`src/hw/rtl/tnseg_pkg.sv`:
```
`timescale 1ns / 1ps

package tnseg_pkg;

  // Display modes carried down the pipeline.
  localparam logic [1:0] ModeNum = 2'd0;
  localparam logic [1:0] ModeHi  = 2'd1;
  localparam logic [1:0] ModeLo  = 2'd2;

  // Range limits, in tenths.
  localparam logic signed [15:0] HiLimit    = 16'sd19995;
  localparam logic signed [15:0] LoLimit    = -16'sd995;
  localparam logic signed [15:0] PointHigh  = 16'sd1995;
  localparam logic signed [15:0] PointLow   = -16'sd95;
  localparam logic [10:0]        LeadLimit  = 11'd999;
  localparam logic [10:0]        HundLimit  = 11'd99;

  // Reciprocals: x * RecipTen >> RecipTenShift is x / 10 for x below 43690.
  // x * RecipHund >> RecipHundShift is x / 100 for x up to 2000.
  localparam logic [31:0] RecipTen       = 32'd52429;
  localparam int unsigned RecipTenShift  = 19;
  localparam logic [31:0] RecipHund      = 32'd1311;
  localparam int unsigned RecipHundShift = 17;

  // Fixed patterns for out-of-range values.
  localparam logic [7:0] HiByte8  = 8'h10;
  localparam logic [7:0] HiByte9  = 8'h09;
  localparam logic [7:0] HiByte10 = 8'hC3;
  localparam logic [7:0] HiByte11 = 8'hF0;
  localparam logic [7:0] LoByte8  = 8'h30;
  localparam logic [7:0] LoByte9  = 8'h39;
  localparam logic [7:0] LoByte10 = 8'h38;
  localparam logic [7:0] LoByte11 = 8'hE0;
  localparam logic [7:0] MinusSeg = 8'h40;
  localparam logic [7:0] PointSeg = 8'h10;

  // Stage 1: classified value and magnitude before rounding.
  typedef struct packed {
    logic [1:0]  mode;
    logic        neg;
    logic        point;
    logic [14:0] mag;
  } front_t;

  // Stage 2: magnitude as shown on the panel, at most 2000 in numeric mode.
  typedef struct packed {
    logic [1:0]  mode;
    logic        neg;
    logic        point;
    logic [10:0] mag;
  } round_t;

  // Stage 3: magnitude with its quotients by ten and by one hundred.
  typedef struct packed {
    logic [1:0]  mode;
    logic        neg;
    logic        point;
    logic [10:0] mag;
    logic [7:0]  q10;
    logic [4:0]  q100;
  } split_t;

  // Stage 4: the panel bytes.
  typedef struct packed {
    logic [7:0] b8;
    logic [7:0] b9;
    logic [7:0] b10;
    logic [7:0] b11;
    logic [7:0] b12;
    logic [7:0] b13;
    logic       lead;
  } seg_t;

  function automatic logic [7:0] dig_left(input logic [3:0] d);
    logic [7:0] r;
    case (d)
      4'd0:    r = 8'hBF;
      4'd1:    r = 8'h00;
      4'd2:    r = 8'hF7;
      4'd3:    r = 8'hF1;
      4'd4:    r = 8'h5C;
      4'd5:    r = 8'hFD;
      4'd6:    r = 8'hFF;
      4'd7:    r = 8'h90;
      4'd8:    r = 8'hFF;
      4'd9:    r = 8'hFD;
      default: r = 8'h00;
    endcase
    return r;
  endfunction

  function automatic logic [7:0] dig_right(input logic [3:0] d);
    logic [7:0] r;
    case (d)
      4'd0, 4'd1, 4'd3, 4'd4, 4'd7, 4'd8, 4'd9: r = 8'h07;
      4'd2:    r = 8'h06;
      4'd5:    r = 8'h03;
      4'd6:    r = 8'h03;
      default: r = 8'h00;
    endcase
    return r;
  endfunction

endpackage

```
`src/hw/rtl/tnseg_front.sv`:
```
`timescale 1ns / 1ps

// Two stages: classify and take the magnitude, then round to whole units outside the point range.
module tnseg_front import tnseg_pkg::*; (
  input  logic               clk_i,
  input  logic               rst_ni,
  input  logic               valid_i,
  output logic               ready_o,
  input  logic signed [15:0] value_i,
  output logic               valid_o,
  input  logic               ready_i,
  output round_t             data_o
);

  logic        s1_valid_q;
  front_t      s1_q, s1_d;
  logic        s1_ready;
  logic        s2_valid_q;
  round_t      s2_q, s2_d;
  logic        s2_ready;
  logic signed [16:0] ext;
  logic [16:0] abs_val;
  logic [15:0] sum;
  logic [31:0] prod;

  always_comb begin
    ext      = 17'(value_i);
    abs_val  = ext[16] ? 17'(-ext) : 17'(ext);
    s1_d.neg   = value_i[15];
    s1_d.point = (value_i <= PointHigh) && (value_i >= PointLow);
    s1_d.mag   = abs_val[14:0];
    if (value_i > HiLimit) begin
      s1_d.mode = ModeHi;
    end else if (value_i < LoLimit) begin
      s1_d.mode = ModeLo;
    end else begin
      s1_d.mode = ModeNum;
    end
  end

  always_comb begin
    sum  = 16'(s1_q.mag) + 16'd5;
    prod = 32'(sum) * RecipTen;
    s2_d.mode  = s1_q.mode;
    s2_d.neg   = s1_q.neg;
    s2_d.point = s1_q.point;
    if (s1_q.point) begin
      s2_d.mag = s1_q.mag[10:0];
    end else begin
      s2_d.mag = 11'(prod >> RecipTenShift);
    end
  end

  assign s2_ready = !s2_valid_q || ready_i;
  assign s1_ready = !s1_valid_q || s2_ready;
  assign ready_o  = s1_ready;
  assign valid_o  = s2_valid_q;
  assign data_o   = s2_q;

  always_ff @(posedge clk_i or negedge rst_ni) begin
    if (!rst_ni) begin
      s1_valid_q <= 1'b0;
      s2_valid_q <= 1'b0;
    end else begin
      if (s1_ready) begin
        s1_valid_q <= valid_i;
      end
      if (s2_ready) begin
        s2_valid_q <= s1_valid_q;
      end
    end
  end

  always_ff @(posedge clk_i) begin
    if (s1_ready && valid_i) begin
      s1_q <= s1_d;
    end
    if (s2_ready && s1_valid_q) begin
      s2_q <= s2_d;
    end
  end

endmodule

```
`src/hw/rtl/tnseg_split.sv`:
```
`timescale 1ns / 1ps

// Quotients of the shown magnitude by ten and by one hundred.
module tnseg_split import tnseg_pkg::*; (
  input  logic   clk_i,
  input  logic   rst_ni,
  input  logic   valid_i,
  output logic   ready_o,
  input  round_t data_i,
  output logic   valid_o,
  input  logic   ready_i,
  output split_t data_o
);

  logic        valid_q;
  split_t      data_q, data_d;
  logic [31:0] p10;
  logic [31:0] p100;

  always_comb begin
    p10  = 32'(data_i.mag) * RecipTen;
    p100 = 32'(data_i.mag) * RecipHund;
    data_d.mode  = data_i.mode;
    data_d.neg   = data_i.neg;
    data_d.point = data_i.point;
    data_d.mag   = data_i.mag;
    data_d.q10   = 8'(p10 >> RecipTenShift);
    data_d.q100  = 5'(p100 >> RecipHundShift);
  end

  assign ready_o = !valid_q || ready_i;
  assign valid_o = valid_q;
  assign data_o  = data_q;

  always_ff @(posedge clk_i or negedge rst_ni) begin
    if (!rst_ni) begin
      valid_q <= 1'b0;
    end else if (ready_o) begin
      valid_q <= valid_i;
    end
  end

  always_ff @(posedge clk_i) begin
    if (ready_o && valid_i) begin
      data_q <= data_d;
    end
  end

endmodule

```
`src/hw/rtl/tnseg_encode.sv`:
```
`timescale 1ns / 1ps

// Digit extraction and segment lookup; this is the output register.
module tnseg_encode import tnseg_pkg::*; (
  input  logic   clk_i,
  input  logic   rst_ni,
  input  logic   valid_i,
  output logic   ready_o,
  input  split_t data_i,
  output logic   valid_o,
  input  logic   ready_i,
  output seg_t   data_o
);

  logic        valid_q;
  seg_t        data_q, data_d;
  logic [3:0]  ones;
  logic [3:0]  tens;
  logic [3:0]  hund;
  logic [10:0] ones_w;
  logic [7:0]  tens_w;

  always_comb begin
    ones_w = data_i.mag - 11'(data_i.q10) * 11'd10;
    tens_w = data_i.q10 - 8'(data_i.q100) * 8'd10;
    ones   = ones_w[3:0];
    tens   = tens_w[3:0];
    if (data_i.q100 >= 5'd20) begin
      hund = 4'(data_i.q100 - 5'd20);
    end else if (data_i.q100 >= 5'd10) begin
      hund = 4'(data_i.q100 - 5'd10);
    end else begin
      hund = data_i.q100[3:0];
    end

    data_d = '0;
    case (data_i.mode)
      ModeHi: begin
        data_d.b8  = HiByte8;
        data_d.b9  = HiByte9;
        data_d.b10 = HiByte10;
        data_d.b11 = HiByte11;
      end
      ModeLo: begin
        data_d.b8  = LoByte8;
        data_d.b9  = LoByte9;
        data_d.b10 = LoByte10;
        data_d.b11 = LoByte11;
      end
      default: begin
        // The minus sign and a hundreds digit share byte 8 and are ORed.
        if (data_i.neg) begin
          data_d.b8 = MinusSeg;
        end
        if (data_i.mag > HundLimit) begin
          data_d.b8 = data_d.b8 | dig_left(hund);
          data_d.b9 = dig_right(hund);
        end
        // Below ten the tens quotient is zero, which gives the forced zero.
        data_d.b10  = dig_left(tens);
        data_d.b11  = dig_right(tens) | (data_i.point ? PointSeg : 8'h00);
        data_d.b12  = dig_left(ones);
        data_d.b13  = dig_right(ones);
        data_d.lead = data_i.mag > LeadLimit;
      end
    endcase
  end

  assign ready_o = !valid_q || ready_i;
  assign valid_o = valid_q;
  assign data_o  = data_q;

  always_ff @(posedge clk_i or negedge rst_ni) begin
    if (!rst_ni) begin
      valid_q <= 1'b0;
    end else if (ready_o) begin
      valid_q <= valid_i;
    end
  end

  always_ff @(posedge clk_i) begin
    if (ready_o && valid_i) begin
      data_q <= data_d;
    end
  end

endmodule

```
`src/hw/rtl/tenths_number_to_segments.sv`:
```
`timescale 1ns / 1ps

// Channel  | Direction | Handshake                 | Payload
// ---------+-----------+---------------------------+-------------------------------------
// input    | in        | in_valid_i / in_ready_o   | value_tenths_i (16 bit, signed)
// output   | out       | out_valid_o / out_ready_i | seg_byte8_o .. seg_byte13_o, leading_one_o
//
// One request is taken every cycle while in_ready_o is high; each result passes through the
// four register stages in order: classify, round, divide, encode.
// Reset clears only the valid bits of the stages; the pipeline is empty afterwards.
// When the output is stalled, each stage holds its item only while the stage after it
// is full, so empty slots close up and no request is lost or repeated.
// in_ready_o falls only when all four stages hold items and the output is stalled.
module tenths_number_to_segments import tnseg_pkg::*; (
  input  logic               clk_i,
  input  logic               rst_ni,
  input  logic               in_valid_i,
  output logic               in_ready_o,
  input  logic signed [15:0] value_tenths_i,
  output logic               out_valid_o,
  input  logic               out_ready_i,
  output logic [7:0]         seg_byte8_o,
  output logic [7:0]         seg_byte9_o,
  output logic [7:0]         seg_byte10_o,
  output logic [7:0]         seg_byte11_o,
  output logic [7:0]         seg_byte12_o,
  output logic [7:0]         seg_byte13_o,
  output logic               leading_one_o
);

  logic   round_valid;
  logic   round_ready;
  round_t round_data;
  logic   split_valid;
  logic   split_ready;
  split_t split_data;
  seg_t   seg_data;

  // Stages one and two: range check, magnitude, and rounding to whole units.
  tnseg_front u_front (
    .clk_i   (clk_i),
    .rst_ni  (rst_ni),
    .valid_i (in_valid_i),
    .ready_o (in_ready_o),
    .value_i (value_tenths_i),
    .valid_o (round_valid),
    .ready_i (round_ready),
    .data_o  (round_data)
  );

  // Stage three: quotients by ten and one hundred through reciprocal multiplies.
  tnseg_split u_split (
    .clk_i   (clk_i),
    .rst_ni  (rst_ni),
    .valid_i (round_valid),
    .ready_o (round_ready),
    .data_i  (round_data),
    .valid_o (split_valid),
    .ready_i (split_ready),
    .data_o  (split_data)
  );

  // Stage four: digits, segment tables, and the output register.
  tnseg_encode u_encode (
    .clk_i   (clk_i),
    .rst_ni  (rst_ni),
    .valid_i (split_valid),
    .ready_o (split_ready),
    .data_i  (split_data),
    .valid_o (out_valid_o),
    .ready_i (out_ready_i),
    .data_o  (seg_data)
  );

  assign seg_byte8_o   = seg_data.b8;
  assign seg_byte9_o   = seg_data.b9;
  assign seg_byte10_o  = seg_data.b10;
  assign seg_byte11_o  = seg_data.b11;
  assign seg_byte12_o  = seg_data.b12;
  assign seg_byte13_o  = seg_data.b13;
  assign leading_one_o = seg_data.lead;

`ifndef SYNTHESIS
  // A number always shows a ones digit, whose right side is never blank.
  a_blank_right_is_pattern: assert property (@(posedge clk_i) disable iff (!rst_ni)
    out_valid_o && (seg_byte13_o == 8'h00) |-> (seg_byte12_o == 8'h00) && !leading_one_o)
    else $error("right digit blank on a numeric result");

  // A leading one implies a hundreds digit on the left.
  a_lead_has_hundreds: assert property (@(posedge clk_i) disable iff (!rst_ni)
    out_valid_o && leading_one_o |-> (seg_byte9_o != 8'h00))
    else $error("leading one without hundreds digit");

  // The pipeline can be full only when the output side is stalled.
  a_ready_only_on_stall: assert property (@(posedge clk_i) disable iff (!rst_ni)
    !in_ready_o |-> out_valid_o && !out_ready_i && split_valid && round_valid)
    else $error("input stalled while pipeline has room");

  // When the encode stage takes an item from the divide stage, it is valid at the output in the next cycle.
  a_split_feeds_out: assert property (@(posedge clk_i) disable iff (!rst_ni)
    split_valid && split_ready |=> out_valid_o)
    else $error("item lost between divide and encode stages");
`endif

endmodule
```
`config.mk`:
```
export PLATFORM = sky130hd
export DESIGN_NAME = tenths_number_to_segments
export DESIGN_NICKNAME = d
export VERILOG_FILES = /design/src/hw/rtl/tnseg_pkg.sv /design/src/hw/rtl/tnseg_front.sv /design/src/hw/rtl/tnseg_split.sv /design/src/hw/rtl/tnseg_encode.sv /design/src/hw/rtl/tenths_number_to_segments.sv
export SDC_FILE = /design/constraint.sdc
export NUM_CORES = 1
export LEC_CHECK = 0
export BUFFER_PORTS_ARGS = -buffer_cell sky130_fd_sc_hd__buf_4
export CORE_UTILIZATION = 40
export DETAILED_ROUTE_END_ITERATION = 12
export SLEW_MARGIN = 20
export SYNTH_ARGS = -nofsm -noshare
export SYNTH_HDL_FRONTEND = slang
export SYNTH_SLANG_ARGS = --single-unit
```
`constraint.sdc`:
```
create_clock -name clk_i -period 10.7 [get_ports clk_i]
set_input_delay 2.14 -clock clk_i [delete_from_list [all_inputs] [get_ports clk_i]]
set_output_delay 2.14 -clock clk_i [all_outputs]
set_load 0.01 [all_outputs]
```
# Word level (Yosys, flattened, before mapping)
# Memory sizes are Yosys's and may differ from the RTL's. A register that Yosys moved wholly into a read port is not among the register bits.
# Index checks and enable logic that the tools add are counted.
[word_totals]
reg_bits = 107
romBits = 528
out_inout_bits = 51
elab_cells = 80
mem_count = 6
[memory_table]
columns = ["memory", "depth", "word_bits", "rd", "rd_ports_with_merged_regs", "wr", "line", "source"]
rows = [
  ["(name not given)", 16, 8, 1, 0, 0, "tnseg_pkg.sv:76", "case (d)"],
  ["(name not given)", 16, 8, 1, 0, 0, "tnseg_pkg.sv:76", ""],
  ["(name not given)", 16, 8, 1, 1, 0, "tnseg_pkg.sv:76", ""],
  ["(name not given)", 16, 3, 1, 0, 0, "tnseg_pkg.sv:94", "case (d)"],
  ["(name not given)", 16, 3, 1, 0, 0, "tnseg_pkg.sv:94", ""],
  ["(name not given)", 16, 3, 1, 1, 0, "tnseg_pkg.sv:94", ""],
]
[op_classes]
n_addsub = 6
mul = 5
n_lt_le_gt_ge = 8
eq_ne = 2
mux = 13
bitwise_logic = 2
reduce_logical = 14
[ops]
columns = ["operator", "n"]
rows = [
  ["32-bit case mux with 2 select lines", 1],
  ["8-bit two-way mux", 4],
  ["16-bit by 16-bit multiplier with 30-bit output (second input constant)", 1],
  ["11-bit by 16-bit multiplier with 27-bit output (second input constant)", 1],
  ["11-bit by 11-bit multiplier with 22-bit output (second input constant)", 1],
  ["15-bit by 3-bit adder with 16-bit output (second input constant)", 1],
  ["16-bit by 8-bit >= comparator with 1-bit output (second input constant)", 1],
  ["16-bit greater-than comparator (second input constant)", 1],
  ["16-bit by 12-bit less-or-equal comparator with 1-bit output (second input constant)", 1],
  ["16-bit by 11-bit less-than comparator with 1-bit output (second input constant)", 1],
  ["16-bit two-way mux", 1],
  ["8-bit OR", 2],
  ["15-bit two-way mux", 1],
  ["15-bit negator", 1],
  ["11-bit by 10-bit greater-than comparator with 1-bit output (second input constant)", 1],
  ["11-bit by 7-bit greater-than comparator with 1-bit output (second input constant)", 1],
  ["11-bit two-way mux", 1],
  ["8-bit by 3-bit multiplier with 3-bit output (second input constant)", 1],
  ["4-bit two-way mux", 2],
  ["4-bit subtractor", 2],
  ["7-bit two-way mux", 1],
  ["5-bit by 4-bit >= comparator with 1-bit output (second input constant)", 1],
  ["5-bit >= comparator (second input constant)", 1],
  ["1-bit logical AND", 5],
  ["10 further kinds", 16],
]

# Longest topological paths before layout
# Gate-level depths: netlist of the first run.
# An unclocked memory read counts as a cell.
[depth]
ltp_word = 9
ltp_mapped = 25
mapped_depth_nobuf = 25

# Hierarchy
# From an unflattened synthesis of the first run, not the netlist that was laid out.
[hier_totals]
cells_unflattened = 1407
area_unflattened_um2 = 14335.0
[by_module_without_submodules]
columns = ["module", "n_inst", "cells_each", "area_each_um2"]
rows = [
  ["tnseg_front", 1, 660, 6412.4],
  ["tnseg_split", 1, 523, 5534.1],
  ["tnseg_encode", 1, 224, 2388.5],
]

# Least setup slack after synthesis of the first run
# No wires, ideal clock.
[synth_path]
path_type = "register to register"
startpoint = "register u_front.s1_q[0] in the netlist's numbering"
endpoint = "register u_front.s2_q, in the netlist u_front.data_o[9] (data pin)"
setup_ns = 0.169
arrival_time_ns = 6.004
path_slack_ns = 4.527
stages_incl_launch_ff = 22
n_path_buf = 0
period_less_slack_ns = 6.173
cell_sequence = "edfxtp_1 -> a21oi_1 -> nor2_1 -> xnor2_1 -> xnor2_1 -> fa_1 -> inv_1 -> fa_1 -> fa_1 -> fa_1 -> inv_1 -> fa_1 -> inv_1 -> ha_1 -> nand2_1 -> nor2_1 -> nand3_1 -> o311a_2 -> a211oi_2 -> o31ai_2 -> nor3b_1 -> o31ai_1"
[synth_lines]
columns = ["element", "line", "source"]
rows = [
  ["start, declared", "tnseg_front.sv:16", "front_t s1_q, s1_d;"],
  ["start signal, assigned", "tnseg_front.sv:76", "s1_q <= s1_d;"],
  ["end signal, assigned", "tnseg_front.sv:79", "s2_q <= s2_d;"],
  ["end, declared", "tnseg_front.sv:19", "round_t s2_q, s2_d;"],
]

==> flow_metrics.py, run 1 <==
metrics = {
    "outcome": {
        "status": "finished, final reports clean",
    },
    "global_routing": {
        "grt_overflow_total": 0,
        "grt_max_degree": 37,
        "grtUsageTotal_pct": 17.1,
        "grt_pass1_vias": 9080,
        "grt_pass1_wl_um": 47000,
        "antenna_found_initial": 0,
    },
    "floorplanning": {
        "rows": 67,
        "die_w_um": 186,
        "die_h_um": 186,
        "io_pins": 71,
        "fp.coreArea_sq_um": 33400,
        "die_area_sq_um": 34700,
        "initial_core_util_pct": 40.6,
    },
    "worst_setup_path": {
        "cp_slowest_cell": "xor2_1",
        "crit_chain": "a21oi_1 -> nor3_1 -> and3_1 -> xor2_1 -> ha_1 -> ha_1 -> inv_1 -> fa_1 -> inv_1 -> fa_1 -> fa_1 -> inv_1 -> fa_1 -> inv_1 -> ha_1 -> nand2_1 -> nor2_1 -> nand3_1 -> o311a_2 -> a211oi_2 -> o31ai_2 -> nor3b_1 -> o31ai_1",
        "endpoint_kind": "register",
        "worstSetupStartpointType": "register",
        "cp_max_fo": 6,
        "cp.arrival_ps": 7190,
        "cp-startpoint": "u_front.s1_q[0]",
        "cp_slowest_stage_delay_ps": 620,
        "r2r_start": "u_front.s1_q[0]",
        "worstPathRequired_ps": 10870,
        "worst-path-buf-inv": 4,
        "critical_path_class": "register to register",
        "critPathTopFamily": "adder cells",
    },
    "route": {
        "drtIter0Drc": 366,
        "drc_errors": 0,
        "ant_nets": 0,
        "routed-via-count": 8817,
        "drt_wl_total_um": 27700,
        "viasPerCell": 4.82,
        "post_drt_wl_per_cell_um": 15.1,
        "dr.pass1.iters": 5,
    },
    "yosys": {
        "ys_async_sr_fraction_pct": 4.08,
        "synth_edf_count": 94,
        "synth-main-ff-cell": "edfxtp_1",
        "syn_area_sq_um": 13600,
        "ys_seq_elements": 98,
        "yosysSeqAreaShare_pct": 21.5,
        "ys_top_cells_by_area": "ha_1 25%, fa_1 23%, edfxtp_1 21%, inv_1 9.1%, xnor2_1 4.0%",
        "yosysUniqueCellTypes": 62,
        "syn_inst": 1324,
        "synth_area_leader_cell": "ha_1",
        "synth_top_area_share_pct": 25.1,
        "yosys_warnings": 0,
        "syn_avg_cell_area_sq_um": 10.3,
    },
    "placed_design": {
        "io_buffers": 62,
        "place_hpwl_um": 24200,
        "gp_congestion": 0.941,
    },
    "timing": {
        "fin_crit_sh_pct": 65.6,
        "drv_slew": 0,
        "setup_violations": 0,
        "rsz0062_at_grt": "no",
        "fmax_mhz": 142,
        "finalClockSkew_ps": 14.2,
        "hold_violations": 0,
        "setup_tns_ps": 0,
        "slew_headroom_pct": 33.9,
        "fin_crit_ps": 7020,
        "worst_slew_pin_slew_ps": 992,
    },
    "cts": {
        "cts_max_level": 3,
        "cts_setup_buffers": 0,
        "ctsLongestPathBuffers": 2,
        "cts_hold_buf": 0,
        "clkTransAtPathRegs_ps": 80,
        "cts_tree": "yes",
        "clock-sinks": 98,
        "cts_buffers": 9,
        "ctsRootBufferMaster": "clkbuf_16",
        "clk_latency_ps": 350,
        "post_cts_resized": 0,
    },
    "finish": {
        "area_growth_pct": 8.59,
        "layout-drive-gt1-share_pct": 6.95,
        "nets": 1822,
        "final_common_cell": "inv_1",
        "antennaDiodeCount": 0,
        "final_cell_mix": "329 x inv_1, 273 x ha_1, 153 x fa_1",
    },
    "min_path": {
        "hp-class": "register to register",
        "hold_start": "u_front.s1_q[16]",
    },
    "run": {
        "drv_cap": 0,
    },
}
## sequential cells by signal (all words and copies together) (netlist names)
| signal | cells |
|---|---|
| u_encode.data_o | 36 |
| u_split.data_o | 24 |
| u_front.s1_q | 19 |
| u_front.data_o | 15 |
| u_encode.valid_o | 1 |
| u_front.s1_valid_q | 1 |
| u_front.valid_o | 1 |
| u_split.valid_o | 1 |
## Yosys cell counts, types with 2 or more instances
cell / instances
xnor2_1: 62
and3_1: 5
nor2_1: 35
a31oi_1: 12
or2_2: 4
a21o_2: 2
nor2b_1: 8
and4b_1: 2
or3_1: 4
mux2_2: 3
o41ai_1: 3
a31o_2: 2
o21a_1: 7
fa_1: 153
and2_1: 9
o31ai_1: 10
nand2b_1: 7
inv_1: 329
nor4_1: 2
edfxtp_1: 94
nor3b_1: 3
a22oi_1: 2
o21bai_1: 2
buf_4: 13
dfrtp_1: 4
ha_1: 273
nor3_1: 9
o211ai_1: 4
clkbuf_1: 12
a21oi_1: 48
nand4_1: 12
o21ai_0: 42
a21o_1: 17
o2111ai_1: 2
nand2_1: 63
a211oi_1: 9
nand4b_1: 2
a41oi_1: 4
nand3_1: 11
xor2_1: 17
## kinds of logic (layout without fill, tap and decap cells)
kind of cell    after synthesis  in the layout  synth area share (%)
buf+inv                     357            407                  10.4
mux                           4              4                 0.322
other cells                   1              8                0.0276
fa+ha+maj                   426            426                  47.7
simple gates                180            180                  6.49
compound gates              178            178                  8.36
flops                        98             98                  21.5
xor+xnor                     80             80                  5.21
## area by class of cell
type | instances | area, sq um
fillers | 3229 | 18700
clock buffers | 9 | 225
inverters | 329 | 1230
multi-input cells | 876 | 9290
well taps | 448 | 561
clock inverters | 7 | 61.3
flip-flops and latches | 98 | 2920
repair buffers | 62 | 465
## stage by stage
step	instance area (sq um)	setup WS (ps)	instances	hold slack [ps]	utilization, %
final	14800	3680	1829	421	44.1
after global routing	14800	3180	1829	429	44.1
after CTS	14800	3660	1829	419	44.1
after detailed placement	14500	3700	1813	405	43.3
after global placement	14500	3760	1813	404	43.3
after floorplan	13600	4530	1331	400	-
## final timing paths
check                      slack (ps)                  to  cells past startpoint
max in group asynchronous        9030     u_split.valid_o                      1
setup reg to reg                 3680   u_front.data_o[9]                     23
setup / recovery                 3680   u_front.data_o[9]                     23
min in group asynchronous        1570    u_encode.valid_o                      1
hold reg to reg                   420  u_front.data_o[12]                      0
hold / removal                    420  u_front.data_o[12]                      0
## metal layers
| metal | GRT usage [%] | wire length (um) |
|---|---|---|
| met5 | 0 | 0 |
| met4 | 4.42 | 547 |
| met3 | 1.90 | 939 |
| met2 | 28.1 | 12700 |
| met1 | 23.9 | 13500 |
Power of run 1 is not shown: default switching activity piles up to over one toggle a cycle in this logic, so the estimate is an artifact.
==> inputs of run 2 (changes only) <==
Clock period 10.7 ns to 7 ns, I/O delays scaled along.
==> run 2 against run 1 <==
  * Worst setup slack got worse by 3400 ps
  * Critical path depth unchanged
  * Cell count increased by 0.16%
  * Global-route usage decreased by 0.49 points
  * Worst hold slack got worse by 9.7 ps
  * Die area unchanged
  * Maximum frequency increased by 4.7%
  * Critical path type unchanged
  * Critical endpoint is now u_front.data_o[3]
==> flow_metrics.py, run 2 (synthesis results as in run 1) <==
metrics = {
    "timing": {
        "setup_violations": 0,
        "drv_slew": 0,
        "setup_tns_ps": 0,
        "fmax_mhz": 149,
        "fin_crit_sh_pct": 95.8,
        "finalClockSkew_ps": 14.2,
        "slew_headroom_pct": 34.6,
        "hold_violations": 0,
        "fin_crit_ps": 6700,
        "worst_slew_pin_slew_ps": 981,
    },
    "min_path": {
        "holdPathEnd": "u_split.data_o[24]",
        "hp-class": "register to register",
        "holdPathStages": 0,
        "hold_start": "u_front.data_o[11]",
    },
    "worst_setup_path": {
        "cp_slowest_cell": "fa_1",
        "endpoint_kind": "register",
        "cp.arrival_ps": 6780,
        "worstSetupStartpointType": "register",
        "reg2reg_to": "u_front.data_o[3]",
        "critical_path_class": "register to register",
        "r2r_slack_ps": 300,
        "reg2reg_depth": 23,
        "cp_slowest_stage_delay_ps": 540,
        "r2r_start": "u_front.s1_q[0]",
        "worstPathRequired_ps": 7070,
        "cp_max_fo": 6,
        "crit_chain": "ha_1 -> nor2_1 -> nor2_1 -> nand4_1 -> xnor2_4 -> ha_1 -> ha_1 -> inv_1 -> fa_1 -> inv_1 -> fa_1 -> fa_1 -> inv_1 -> fa_1 -> inv_1 -> ha_1 -> nand2_1 -> or4_1 -> o211ai_1 -> a31o_2 -> a41oi_1 -> xnor2_1 -> mux2_2",
    },
    "cts": {
        "cts_max_level": 3,
        "clock-sinks": 98,
        "cts_buffers": 9,
        "ctsLongestPathBuffers": 2,
        "ctsRootBufferMaster": "clkbuf_16",
        "clkTransAtPathRegs_ps": 70,
        "cts_setup_buffers": 0,
        "clk_latency_ps": 350,
        "cts_tree": "yes",
    },
    "route": {
        "ant_nets": 0,
        "drc_errors": 0,
        "viasPerCell": 4.82,
        "dr.pass1.iters": 4,
        "drt_wl_total_um": 27400,
        "routed-via-count": 8828,
        "drtIter0Drc": 338,
        "post_drt_wl_per_cell_um": 15.0,
    },
    "placed_design": {
        "dp.cells": 1816,
        "io_buffers": 62,
        "place_hpwl_um": 24000,
        "gp_congestion": 0.886,
    },
    "global_routing": {
        "grt_pass1_wl_um": 46100,
        "grt_max_degree": 37,
        "antenna_found_initial": 0,
        "grt_pass1_vias": 9091,
        "grt_overflow_total": 0,
        "grtUsageTotal_pct": 16.6,
    },
    "finish": {
        "area_growth_pct": 9.24,
        "final_cell_mix": "329 x inv_1, 273 x ha_1, 153 x fa_1",
        "nets": 1825,
        "largest_reg_flops": 36,
        "final_common_cell": "inv_1",
        "antennaDiodeCount": 0,
        "layout-drive-gt1-share_pct": 7.59,
        "finalNonFillerCells": 1832,
    },
    "floorplanning": {
        "die_h_um": 186,
        "die_area_sq_um": 34700,
        "io_pins": 71,
        "fp.coreArea_sq_um": 33400,
        "rows": 67,
        "die_w_um": 186,
        "initial_core_util_pct": 40.6,
    },
    "outcome": {
        "status": "finished, final reports clean",
    },
    "run": {
        "drv_cap": 0,
    },
}
-- run 2: worst max path at each step --
stage	start	end	slack (ps)	cells past startpoint
global placement	u_front.s1_q[0]	u_front.data_o[3]	140	23
finish	u_front.s1_q[0]	u_front.data_o[3]	300	23
detailed placement	u_front.s1_q[0]	u_front.data_o[3]	60	23
CTS	u_front.s1_q[0]	u_front.data_o[3]	40	23
floorplan	u_front.s1_q[0]	u_front.data_o[9]	830	21
global route	u_front.s1_q[0]	u_front.data_o[3]	-9	23
-- run 2: final cells by class --
| type | count | area, sq um |
|---|---|---|
| tap | 448 | 561 |
| timing repair buffer | 65 | 488 |
| clock buffer | 10 | 229 |
| multi-input combinational | 876 | 9340 |
| sequential | 98 | 2920 |
| inverter | 329 | 1230 |
| clock inverter | 6 | 71.3 |
| fill | 3215 | 18600 |
-- run 2: routing by layer --
metal | global-route usage, % | vias to the layer above | wire length, um
met2 | 28.2 | 142 | 12900
met1 | 23.2 | 4243 | 13500
met3 | 1.58 | 19 | 793
met4 | 2.54 | 0 | 258
met5 | 0 | - | 0
li1 | - | 4424 | -
-- run 2: what timing repair did --
action                     4_1_cts  5_1_grt
setup endpoints to repair        0        8
resized for setup                0        7
hold buffers                     0        0
-- run 2: per-stage QoR --
| step | utilization, % | setup WS [ps] | hold WS [ps] | cell area [sq um] |
|---|---|---|---|---|
| after floorplan | - | 827 | 400 | 13600 |
| after global placement | 43.3 | 137 | 406 | 14500 |
| after detailed placement | 43.3 | 61.1 | 415 | 14500 |
| after CTS | 44.2 | 36.3 | 419 | 14800 |
| after global routing | 44.4 | -8.69 | 419 | 14900 |
| final | 44.4 | 297 | 412 | 14900 |
-- run 2: critical path, delay by kind of cell, from the launching register on --
kind,cells,cell delay [ps]
flip-flops,1,490
AO/OA/AOI/OAI,3,570
buffers and inverters,4,190
adder cells (fa/ha/maj),8,3300
multiplexers,1,330
AND/OR/NAND/NOR,5,1030
XOR/XNOR,2,530
Power of run 2 is left out for the same reason.
==> inputs of run 3 (changes only) <==
Clock period 7 ns to 6.2 ns, I/O delays scaled along.
==> run 3 against run 2 <==
  * Worst setup slack lost 190 ps
  * Clock skew shrank 6.5 ps
  * Worst hold slack gained 5.1 ps
  * Non-clock buffer count grew 75
==> flow_metrics.py, run 3 (synthesis results as in run 1) <==
metrics = {
    "outcome": {
        "status": "finished, final reports clean",
    },
    "finish": {
        "layout-drive-gt1-share_pct": 16.2,
        "final_cell_mix": "322 x inv_1, 253 x ha_1, 152 x fa_1",
        "final_common_cell": "inv_1",
        "antennaDiodeCount": 0,
        "nets": 1900,
        "finalNonFillerCells": 1907,
        "largest_reg_flops": 36,
        "area_growth_pct": 17.1,
        "fill_cells": 3082,
    },
    "timing": {
        "fin_hold_ws_ps": 417,
        "slew_headroom_pct": 34.0,
        "worst_slew_pin_slew_ps": 990,
        "setup_tns_ps": 0,
        "finalClockSkew_ps": 7.72,
        "rsz0062_at_grt": "yes",
        "worst_slack_ps": 108,
        "fin_crit_sh_pct": 98.3,
        "fmax_mhz": 164,
        "hold_violations": 0,
        "drv_slew": 0,
        "setup_violations": 0,
        "fin_crit_ps": 6090,
    },
    "worst_setup_path": {
        "reg2reg_depth": 26,
        "cp_slowest_stage_delay_ps": 540,
        "r2r_start": "u_front.s1_q[1]",
        "critical_path_class": "register to register",
        "cp_max_fo": 4,
        "worstSetupStartpointType": "register",
        "cp_slowest_cell": "fa_1",
        "reg2reg_to": "u_front.data_o[9]",
        "cp.arrival_ps": 6270,
        "worstPathRequired_ps": 6380,
        "endpoint_kind": "register",
        "worst-path-buf-inv": 6,
        "critPathTopFamily": "adder cells",
        "r2r_slack_ps": 110,
    },
    "route": {
        "drt_wl_total_um": 28400,
        "post_drt_wl_per_cell_um": 14.9,
        "routed-via-count": 9223,
        "drc_errors": 0,
        "viasPerCell": 4.84,
        "dr.pass1.iters": 4,
        "ant_nets": 0,
        "drtIter0Drc": 315,
    },
    "cts": {
        "ctsLongestPathBuffers": 2,
        "clock-sinks": 98,
        "cts_max_level": 3,
        "cts_buffers": 9,
        "clk_latency_ps": 350,
        "clkTransAtPathRegs_ps": 70,
        "ctsRootBufferMaster": "clkbuf_16",
        "cts_tree": "yes",
    },
    "min_path": {
        "hold_start": "u_front.s1_q[17]",
        "hp-class": "register to register",
        "holdPathStages": 0,
        "holdPathEnd": "u_front.data_o[13]",
    },
    "global_routing": {
        "grt_pass1_wl_um": 46800,
        "grtUsageTotal_pct": 16.9,
        "grt_overflow_total": 0,
        "grt_max_degree": 37,
        "grt_pass1_vias": 9256,
        "antenna_found_initial": 0,
    },
    "floorplanning": {
        "initial_core_util_pct": 40.6,
        "rows": 67,
        "die_w_um": 186,
        "fp.coreArea_sq_um": 33400,
        "io_pins": 71,
        "die_area_sq_um": 34700,
        "die_h_um": 186,
    },
    "placed_design": {
        "io_buffers": 62,
        "post-place-ws_ps": -85.9,
        "gp_congestion": 0.919,
        "dp.cells": 1872,
        "place_hpwl_um": 24300,
    },
    "run": {
        "drv_cap": 0,
    },
}
[run 3: per-layer routing]
layer / part of all wire, % / vias to the layer above / global-route usage, %
li1: - / 4576 / -
met1: 48 / 4438 / 23.3
met2: 46 / 169 / 28.0
met3: 2.8 / 40 / 2.07
met4: 2.7 / 0 / 4.70
met5: 0 / - / 0
[run 3: worst max path at each step]
stage,start,end,slack (ps),cells past startpoint
global placement,u_front.s1_q[1],u_front.data_o[9],20,24
finish,u_front.s1_q[1],u_front.data_o[9],110,26
CTS,u_front.s1_q[0],u_front.data_o[9],40,23
global route,u_front.s1_q[1],u_front.data_o[9],-110,26
detailed placement,u_front.s1_q[1],u_front.data_o[9],-90,24
floorplan,u_front.s1_q[0],u_front.data_o[9],30,21
[run 3: stage by stage]
step	cell area [sq um]	util, %
floorplan	13600	-
global placement	14900	44.6
detailed placement	14900	44.6
CTS	15300	45.7
global route	15900	47.6
finish	15900	47.6
[run 3: worst reg2reg max path, cell delays in order, from the launching register on]
cell and delay, ps:
edfxtp_1 480, ha_4 200, nor2_4 50, nor3_4 210, nand2_2 120, xnor2_4 190
buf_4 140, buf_4 130, ha_4 240, ha_1 270, inv_1 50, fa_1 490
inv_2 40, fa_2 390, fa_1 540, inv_1 50, fa_1 520, inv_1 60
ha_4 290, nand2_2 80, nor2_4 120, nand3_2 80, o311a_4 400, a211oi_4 330
o31ai_2 110, nor3b_2 160, o31ai_1 180
[run 3: area by class of cell]
class | count | area (sq um) | share of cell area [%]
multi-input combinational | 876 | 9850 | 61.9
inverter | 329 | 1230 | 7.76
timing repair buffer | 140 | 1060 | 6.65
tap | 448 | 561 | 3.52
clock inverter | 5 | 61.3 | 0.385
sequential | 98 | 2920 | 18.4
clock buffer | 11 | 233 | 1.46
[run 3: repair_timing]
action                                  CTS  global route
hold buffers                              0             0
pin swaps                                 2            47
setup buffers                             2            17
endpoints found under the setup margin    5            10
resized for setup                        11            73
Power of run 3 is left out for the same reason.
